### src/rtl/ssic_pkg.sv
// ----------------------------------------------------------------------------
// ssic_pkg
// Shared widths and types for the square shell index to coordinates unit.
// ----------------------------------------------------------------------------
package ssic_pkg;

    // Result bits of the integer square root
    localparam int ROOT_BITS = 25;
    // Position width: two radicand bits are consumed per root bit
    localparam int POS_W     = 2 * ROOT_BITS;
    // Coordinate width: shell index is at most 2^ROOT_BITS
    localparam int COORD_W   = ROOT_BITS + 1;
    // Partial remainder width of the digit recurrence
    localparam int REM_W     = ROOT_BITS + 3;
    // Width of the shell square and corner index
    localparam int SQ_W      = POS_W + 1;
    // Iteration counter width
    localparam int CNT_W     = $clog2(ROOT_BITS + 1);

    // Status from the root unit to the sequencer
    typedef struct packed {
        logic done;    // one-cycle pulse, root and remainder are valid
        logic rem_nz;  // remainder nonzero: value is not a perfect square
    } t_root_stat;

endpackage

### src/rtl/ssic_isqrt.sv
// ----------------------------------------------------------------------------
// ssic_isqrt
// Iterative floor square root, one result bit per cycle, MSB first,
// using the shift and subtract digit recurrence. Results hold until the
// next start.
// ----------------------------------------------------------------------------
module ssic_isqrt (
    input  logic                            i_clk,
    input  logic                            i_rst_n,
    input  logic                            i_start,
    input  logic [ssic_pkg::POS_W-1:0]      i_value,
    output logic [ssic_pkg::ROOT_BITS-1:0]  o_root,
    output logic [ssic_pkg::REM_W-1:0]      o_rem,
    output ssic_pkg::t_root_stat            o_stat
);

    typedef enum logic {
        S_IDLE,
        S_RUN
    } t_state;

    t_state                          r_state;
    logic [ssic_pkg::CNT_W-1:0]      r_cnt;
    logic [ssic_pkg::POS_W-1:0]      r_x;
    logic [ssic_pkg::ROOT_BITS-1:0]  r_root;
    logic [ssic_pkg::REM_W-1:0]      r_rem;
    logic                            r_done;

    logic [ssic_pkg::REM_W-1:0]      n_shifted;
    logic [ssic_pkg::REM_W-1:0]      n_trial;
    logic [ssic_pkg::REM_W-1:0]      n_diff;
    logic                            n_take;

    // One digit step: bring down two radicand bits, try subtracting 4r+1
    always_comb begin
        n_shifted = {r_rem[ssic_pkg::REM_W-3:0], r_x[ssic_pkg::POS_W-1 -: 2]};
        n_trial   = {1'b0, r_root, 2'b01};
        n_diff    = n_shifted - n_trial;
        n_take    = (n_shifted >= n_trial);
    end

    // Sequencer and datapath registers
    always_ff @(posedge i_clk) begin
        if (!i_rst_n) begin
            r_state <= S_IDLE;
            r_cnt   <= '0;
            r_done  <= 1'b0;
        end else begin
            r_done <= 1'b0;
            case (r_state)
                S_IDLE: begin
                    if (i_start) begin
                        r_x     <= i_value;
                        r_root  <= '0;
                        r_rem   <= '0;
                        r_cnt   <= ssic_pkg::CNT_W'(ssic_pkg::ROOT_BITS - 1);
                        r_state <= S_RUN;
                    end
                end
                S_RUN: begin
                    r_x    <= {r_x[ssic_pkg::POS_W-3:0], 2'b00};
                    r_root <= {r_root[ssic_pkg::ROOT_BITS-2:0], n_take};
                    r_rem  <= n_take ? n_diff : n_shifted;
                    if (r_cnt == '0) begin
                        r_done  <= 1'b1;
                        r_state <= S_IDLE;
                    end else begin
                        r_cnt <= r_cnt - 1'b1;
                    end
                end
                default: r_state <= S_IDLE;
            endcase
        end
    end

    assign o_root        = r_root;
    assign o_rem         = r_rem;
    assign o_stat.done   = r_done;
    assign o_stat.rem_nz = (r_rem != '0);

endmodule

### src/rtl/square_shell_index_to_coords_unit.sv
// ----------------------------------------------------------------------------
// square_shell_index_to_coords_unit
// Maps a one-based position in a zigzag shell-filled grid to column and row.
// ----------------------------------------------------------------------------
// One position is taken when start is high and busy is low. The result
// appears on o_column and o_row, where it holds until the next result,
// with o_valid high for exactly one cycle. After the transfer the unit
// passes a load state, the bit-serial square root unit (one root bit per
// cycle), and 5 sequencer steps that form the shell square, corner index,
// distance and coordinates. The receiver cannot stall; busy is low again in
// the cycle that o_valid is high, so a new start may be given then.
module square_shell_index_to_coords_unit (
    input  logic                          i_clk,
    input  logic                          i_rst_n,
    input  logic                          start,
    input  logic [ssic_pkg::POS_W-1:0]    i_position,
    output logic                          busy,
    output logic                          o_valid,
    output logic [ssic_pkg::COORD_W-1:0]  o_column,
    output logic [ssic_pkg::COORD_W-1:0]  o_row
);

    typedef enum logic [2:0] {
        S_IDLE,
        S_LOAD,
        S_ROOT,
        S_SQUARE,
        S_CORNER,
        S_DIST,
        S_OUT
    } t_state;

    t_state                             r_state;
    logic [ssic_pkg::POS_W-1:0]         r_n;
    logic [ssic_pkg::COORD_W-1:0]       r_m;
    logic [ssic_pkg::POS_W-1:0]         r_sq;
    logic [ssic_pkg::SQ_W-1:0]          r_mm;
    logic [ssic_pkg::SQ_W-1:0]          r_c;
    logic [ssic_pkg::SQ_W-1:0]          r_d;
    logic                               r_upper;
    logic                               r_valid;
    logic [ssic_pkg::COORD_W-1:0]       r_col;
    logic [ssic_pkg::COORD_W-1:0]       r_row;

    logic [ssic_pkg::ROOT_BITS-1:0]     root;
    logic [ssic_pkg::REM_W-1:0]         rem;
    ssic_pkg::t_root_stat               root_stat;

    logic [ssic_pkg::SQ_W-1:0]          n_ext;
    logic [ssic_pkg::COORD_W-1:0]       n_md;

    // Bit-serial root unit
    ssic_isqrt u_isqrt (
        .i_clk   (i_clk),
        .i_rst_n (i_rst_n),
        .i_start (r_state == S_LOAD),
        .i_value (r_n),
        .o_root  (root),
        .o_rem   (rem),
        .o_stat  (root_stat)
    );

    assign n_ext = {1'b0, r_n};
    assign n_md  = r_m - r_d[ssic_pkg::COORD_W-1:0];

    // Sequencer: root, ceiling fix, square, corner, distance, coordinates
    always_ff @(posedge i_clk) begin
        if (!i_rst_n) begin
            r_state <= S_IDLE;
            r_valid <= 1'b0;
        end else begin
            r_valid <= 1'b0;
            case (r_state)
                S_IDLE: begin
                    if (start) begin
                        r_n     <= i_position;
                        r_state <= S_LOAD;
                    end
                end
                S_LOAD: r_state <= S_ROOT;
                S_ROOT: begin
                    // ceiling root, and floor root squared = n - remainder
                    if (root_stat.done) begin
                        r_m     <= {1'b0, root} + {{ssic_pkg::ROOT_BITS{1'b0}},
                                                   root_stat.rem_nz};
                        r_sq    <= r_n - ssic_pkg::POS_W'(rem);
                        r_state <= S_SQUARE;
                    end
                end
                S_SQUARE: begin
                    // (r+1)^2 = r^2 + 2r + 1; position zero takes shell one
                    if (r_m == '0) begin
                        r_m  <= ssic_pkg::COORD_W'(1);
                        r_mm <= ssic_pkg::SQ_W'(1);
                    end else if (root_stat.rem_nz) begin
                        r_mm <= {1'b0, r_sq}
                              + {{(ssic_pkg::SQ_W - ssic_pkg::ROOT_BITS - 1){1'b0}},
                                 root, 1'b1};
                    end else begin
                        r_mm <= {1'b0, r_sq};
                    end
                    r_state <= S_CORNER;
                end
                S_CORNER: begin
                    r_c <= r_mm - {{(ssic_pkg::SQ_W - ssic_pkg::COORD_W){1'b0}}, r_m}
                         + ssic_pkg::SQ_W'(1);
                    r_state <= S_DIST;
                end
                S_DIST: begin
                    r_upper <= (n_ext >= r_c);
                    r_d     <= (n_ext >= r_c) ? (n_ext - r_c) : (r_c - n_ext);
                    r_state <= S_OUT;
                end
                S_OUT: begin
                    // direction flips with shell parity
                    if (r_upper != r_m[0]) begin
                        r_col <= r_m;
                        r_row <= n_md;
                    end else begin
                        r_col <= n_md;
                        r_row <= r_m;
                    end
                    r_valid <= 1'b1;
                    r_state <= S_IDLE;
                end
                default: r_state <= S_IDLE;
            endcase
        end
    end

    assign busy     = (r_state != S_IDLE);
    assign o_valid  = r_valid;
    assign o_column = r_col;
    assign o_row    = r_row;

    // Accepted transfer makes the unit busy next cycle
    a_start_busy: assert property (@(posedge i_clk) disable iff (!i_rst_n)
        (start && !busy) |=> busy)
        else $error("transfer accepted but unit not busy");

    // Result strobe only when the sequencer has returned to idle
    a_valid_idle: assert property (@(posedge i_clk) disable iff (!i_rst_n)
        o_valid |-> !busy)
        else $error("result strobe while busy");

    // Result strobe lasts one cycle
    a_valid_pulse: assert property (@(posedge i_clk) disable iff (!i_rst_n)
        o_valid |=> !o_valid)
        else $error("result strobe longer than one cycle");

    // Root completion only while the sequencer waits for it
    a_root_done: assert property (@(posedge i_clk) disable iff (!i_rst_n)
        root_stat.done |-> (r_state == S_ROOT))
        else $error("root done outside root wait");

endmodule

### config.mk
export PLATFORM = sky130hd
export DESIGN_NAME = square_shell_index_to_coords_unit
export DESIGN_NICKNAME = d
export VERILOG_FILES = /design/src/rtl/ssic_pkg.sv /design/src/rtl/ssic_isqrt.sv /design/src/rtl/square_shell_index_to_coords_unit.sv
export SDC_FILE = /design/constraint.sdc
export NUM_CORES = 1
export LEC_CHECK = 0
export BUFFER_PORTS_ARGS = -buffer_cell sky130_fd_sc_hd__buf_2
export CORE_AREA = 2 2 233 235
export CTS_CLUSTER_SIZE = 16
export DETAILED_ROUTE_END_ITERATION = 16
export DIE_AREA = 0 0 235 237
export PLACE_DENSITY = 0.68
export SYNTH_ARGS = -nofsm -noshare
export SYNTH_HDL_FRONTEND = slang
export SYNTH_HIERARCHICAL = 1
export SYNTH_SLANG_ARGS = --single-unit
### constraint.sdc
create_clock -name i_clk -period 4.75 [get_ports i_clk]
set_input_delay 0.95 -clock i_clk [delete_from_list [all_inputs] [get_ports i_clk]]
set_output_delay 0.95 -clock i_clk [all_outputs]
set_load 0.01 [all_outputs]
### After elaboration in Yosys (flattened, before gate mapping)

Cells that the tools add are included.

| cells by class | value |
|---|---|
| add/subtract/negate cells | 10 |
| order comparisons | 2 |
| equality and inequality tests | 12 |
| multiplexer cells | 25 |
| bitwise operators | 2 |
| reductions and logical operators | 18 |

Operator list:

| cell | number |
|---|---|
| two-way mux 26 bit | 5 |
| two-way mux 50 bit | 2 |
| case mux 50 bit (2 select lines) | 1 |
| subtractor 26 bit | 3 |
| two-way mux 28 bit | 2 |
| case mux 28 bit (2 select lines) | 1 |
| case mux 26 bit (2 select lines) | 1 |
| adder 50 x 26 -> 51 bit | 1 |
| adder 51 x 1 -> 51 bit (second input constant) | 1 |
| greater-or-equal comparator 50 x 51 -> 1 bit | 1 |
| subtractor 51 x 26 -> 51 bit | 1 |
| case mux 25 bit (2 select lines) | 1 |
| subtractor 50 x 28 -> 50 bit | 1 |
| greater-or-equal comparator 28 x 27 -> 1 bit | 1 |
| nonzero test 28 bit | 1 |
| subtractor 28 x 27 -> 28 bit | 1 |
| adder 25 x 1 -> 26 bit | 1 |
| zero test 26 bit | 1 |
| two-way mux 25 bit | 1 |
| case mux 3 bit (6 select lines) | 1 |
| AND reduction 2 bit | 8 |
| two-way mux 5 bit | 2 |
| case mux 5 bit (2 select lines) | 1 |
| equality test 3 bit (second input constant) | 3 |
| other kinds (17) | 27 |

| word-level totals | value |
|---|---|
| bits in registers | 421 |
| input port bits | 53 |
| word-level logic and storage cells | 87 |

### Longest topological paths before layout

| depth | value |
|---|---|
| depth in word-level cells | 4 |
| gate-level depth with buffers | 16 |

### By module

The synthesis kept the hierarchy.

Modules (own cells, without submodules):

| module | times used | cells an instance | area an instance (µm²) | sequential area each (µm²) |
|---|---|---|---|---|
| square_shell_index_to_coords_unit | 1 | 2337 | 22566.6 | 9298.9 |
| ssic_isqrt | 1 | 562 | 6282.3 | 3233.1 |

### Least setup slack after synthesis

OpenSTA, ideal clock, no wires.

| timing path | value |
|---|---|
| path type | input -> register |
| from | input port i_rst_n |
| to | register u_isqrt.r_rem, in the netlist u_isqrt/o_rem[0], enable pin |
| data arrival time | 3.288 ns |
| data required time | 4.279 ns |
| path slack | 0.991 ns |
| cell stages on the path | 1 |
| cells stage by stage | o21a_1 |

| on the way | value |
|---|---|
| cells in the longest elaborated chain, start to end | 1 |

RTL lines:

| item | line | source |
|---|---|---|
| from (decl) | square_shell_index_to_coords_unit.sv:14 | `input logic i_rst_n,` |
| AND reduction 2 bit (no source line) | -- |  |
| to (signal assigned) | ssic_isqrt.sv:63 | `r_rem <= n_take ? n_diff : n_shifted;` |
| to (decl) | ssic_isqrt.sv:26 | `logic [ssic_pkg::REM_W-1:0] r_rem;` |

Every way passes these cells.
A chain may end at the register's enable or synchronous reset.

### Final worst setup path

| timing path | value |
|---|---|
| from | register r_m[1] (netlist name) |
| to | register r_c[49] (netlist name) (data pin) |

| on the way | value |
|---|---|
| cells in the longest elaborated chain, start to end | 2 |

RTL lines:

| item | line | source |
|---|---|---|
| from (decl) | square_shell_index_to_coords_unit.sv:35 | `logic [ssic_pkg::COORD_W-1:0] r_m;` |
| from (signal assigned) | square_shell_index_to_coords_unit.sv:84 | `r_m <= {1'b0, root} + {{ssic_pkg::ROOT_BITS{1'b0}},` |
| from (signal assigned) | square_shell_index_to_coords_unit.sv:93 | `r_m <= ssic_pkg::COORD_W'(1);` |
| subtractor 51 x 26 -> 51 bit | square_shell_index_to_coords_unit.sv:105 | `r_c <= r_mm - {{(ssic_pkg::SQ_W - ssic_pkg::COORD_W){1'b0}}, r_m}` |
| adder 51 x 1 -> 51 bit | square_shell_index_to_coords_unit.sv:106 | `+ ssic_pkg::SQ_W'(1);` |
| to (signal assigned) | square_shell_index_to_coords_unit.sv:105 |  |
| to (decl) | square_shell_index_to_coords_unit.sv:38 | `logic [ssic_pkg::SQ_W-1:0] r_c;` |

Every way passes these cells.

==> metrics.txt <==
status=finished clean; final setup fails=0; MaxCap Viol Count=0; asr flop ratio synth=0%; post-synth cell types=a little under 90; Rows=85; Fillers=4458; relative slew slack=~28%; largest net degree at the start of global routing=90; VDD IR max=0.000367 V; LEAKAGE=0.0135 uW; Post-Route WL=approximately 75 mm; Routed Antenna Nets=0; CTS Buf Count=49; core area=53300 um2; Synth area leader=edfxtp_1; IO buf count=between 100 and 150; Slew Limit Fails=0; Iter 0 DRT Violations=1507; Final HPWL DP=58.7 mm; CP Data Arrival Time=4.66 ns; top_reg_cell synth=edfxtp_1; CTS root buffer=clkbuf_16; post-CTS sizing=0; synth warn=6; initial antenna violation count=1; clock insertion delay at the later pin of the skew report=0.61 ns; Die Y-Extent=237 um; total track usage=26.6%; Setup Crit Path Kind=register to register; post-synthesis register bit count=421; Mapped Nets=approximately 3.2k; Crit Path Max Fanout=6; commonest non-fill, non-tap cell in the layout=edfxtp_1; most area-consuming cells after synthesis=edfxtp_1 (43%), ha_1 (11%), a21oi_1 (3.8%), xnor2_1 (3.7%), inv_1 (3.4%); Syn Std Cell Area=28800 um2; gpl congestion=0.945; Area Overhead vs Synth=10.4%; Initial Util=54.1%; clk sinks=about 420; CTS tree=built; Clock Tree Buf Depth=3; syn avg cell area=9.95 um2; CTS clk-pin slew, worst paths=about 0.060 ns; share of cells above drive strength 1=10.6%; Final Skew=~0.026 ns; Pre-Repair DR Iteration Count=5; Overflow after GRT=0; via count=22.0k; Seq/Total Area, Yosys=a little over two fifths; wire length per cell=20.1 um; hold-fix buffers at CTS=0; first-pass GRT wire length=116 mm; top-area cell type share of the netlist area=a little over two fifths; Die X=235 um; total power=between 9000 and 10000 uW; Final min period=between 4 and 5 ns; area of the die=55700 um2; Pwr Density=293 nW/um2; EDFF count, synth=410; Core Util, Final=59.8%; setup TNS=0 ns; I/O Pins=107; most frequent cells in the layout=edfxtp_1 (410), inv_1 (265), ha_1 (258), nand2_1 (222), nor2_1 (221); Worst Max-Slew Pin Slew=1.08 ns; H-tree depth=2; number of remaining DRC errors=0; RSZ-0062 raised after global routing=false; Vias/cell=5.89; final worst-path cycle share=around 91%; Worst Setup End Kind=register; Hold Vio Cnt, Final=0; startpoint types=register; Hold Path Class=primary input to register; post-CTS setup buffer count=0; Final nets=3323; vias in the first global route=21.6k; cell count after synthesis=between 2k and 3k; Required @ worst endpoint=5.09 ns; f_max=232 MHz
==> cell type report <==
cell class	count	area (um2)	share of cell area, %
well taps	696	871	2.73
clock inverters	33	352	1.10
repair buffers	146	843	2.65
flip-flops and latches	421	12500	39.4
inverters	266	1000	3.15
diodes	1	2.50	0.00786
clock buffers	57	1280	4.01
multi-input cells	2122	15000	47.0
==> state kept, by name, summed over array words and instances (netlist names) <==
| register | count |
|---|---|
| r_c | 51 |
| r_mm | 51 |
| r_n | 50 |
| r_sq | 50 |
| u_isqrt/r_x | 50 |
| u_isqrt/o_rem | 28 |
| o_column | 26 |
| o_row | 26 |
| r_d | 26 |
| r_m | 26 |
| u_isqrt/o_root | 25 |
| u_isqrt/r_cnt | 5 |
| r_state | 3 |
| o_valid | 1 |
| r_upper | 1 |
| u_isqrt/r_done | 1 |
| u_isqrt/r_state | 1 |
==> per-layer routing <==
metal | up-vias | track usage (%) | wire (um)
met2 | 700 | 41.9 | 33200
li1 | 10700 | - | -
met4 | 0 | 9.76 | 2650
met3 | 132 | 3.56 | 5370
met1 | 10500 | 37.5 | 34100
met5 | - | 0 | 0
==> power breakdown <==
part	switching (uW)	internal (uW)	leakage (uW)
logic	691	485	0.00886
registers	126	4210	0.00383
clock network	1570	2260	0.000790
total	2390	6950	0.0135
==> final timing paths <==
kind	from	to	slack, ns	cells after the start
worst max-delay path	r_m[1]	r_c[49]	0.43	14
worst min-delay path	i_position[17]	r_n[17]	0.51	1
worst max register to register	r_m[1]	r_c[49]	0.43	14
worst min register to register	u_isqrt/r_cnt[1]	u_isqrt/r_cnt[1]	0.53	2
==> Yosys cell counts (32+ instances only) <==
cell,count
inv_1,265
ha_1,258
a21oi_1,220
mux2i_1,44
nand2_1,222
edfxtp_1,410
nand4_1,38
nor2_1,223
clkbuf_1,67
nand3_1,64
xor2_1,91
xnor2_1,123
nor3_1,45
o21ai_0,152
and3_1,41
a21o_1,127
o21a_1,32
mux2_2,49
nor2b_1,39
==> cells by family after synthesis <==
family | after synthesis | share of synthesized area (%)
xor gates and xnor gates | 214 | 6.50
adders and majority gates | 264 | 11.6
muxes | 93 | 3.44
and+or+nand+nor | 813 | 13.7
buffers and inverters | 356 | 4.88
DFF | 421 | 43.4
AOI/OAI and AO/OA | 738 | 16.4
==> critical path, stage by stage, from the launching register on <==
cell and delay (ns):
edfxtp_1 0.51, ha_1 0.34, inv_1 0.04, ha_1 0.23, fa_1 0.43, a211oi_1 0.31, o21ai_0 0.16, a21boi_0 0.44
o2111ai_1 0.26, and3_1 0.29, a31o_2 0.30, a21oi_2 0.19, o21ai_1 0.19, a221oi_2 0.28, xnor2_1 0.08
==> per-stage QoR <==
step	std cells	worst slack [ns]	instance area [um2]	hold slack, ns
floorplan	2899	0.991	28800	0.491
global placement	3651	0.424	30200	0.524
detailed placement	3651	0.404	30200	0.532
global route	3741	0.111	31800	0.494
CTS	3741	0.387	31800	0.486
finish	3742	0.432	31800	0.514
Note: power is estimated with default switching activity, not from simulation.
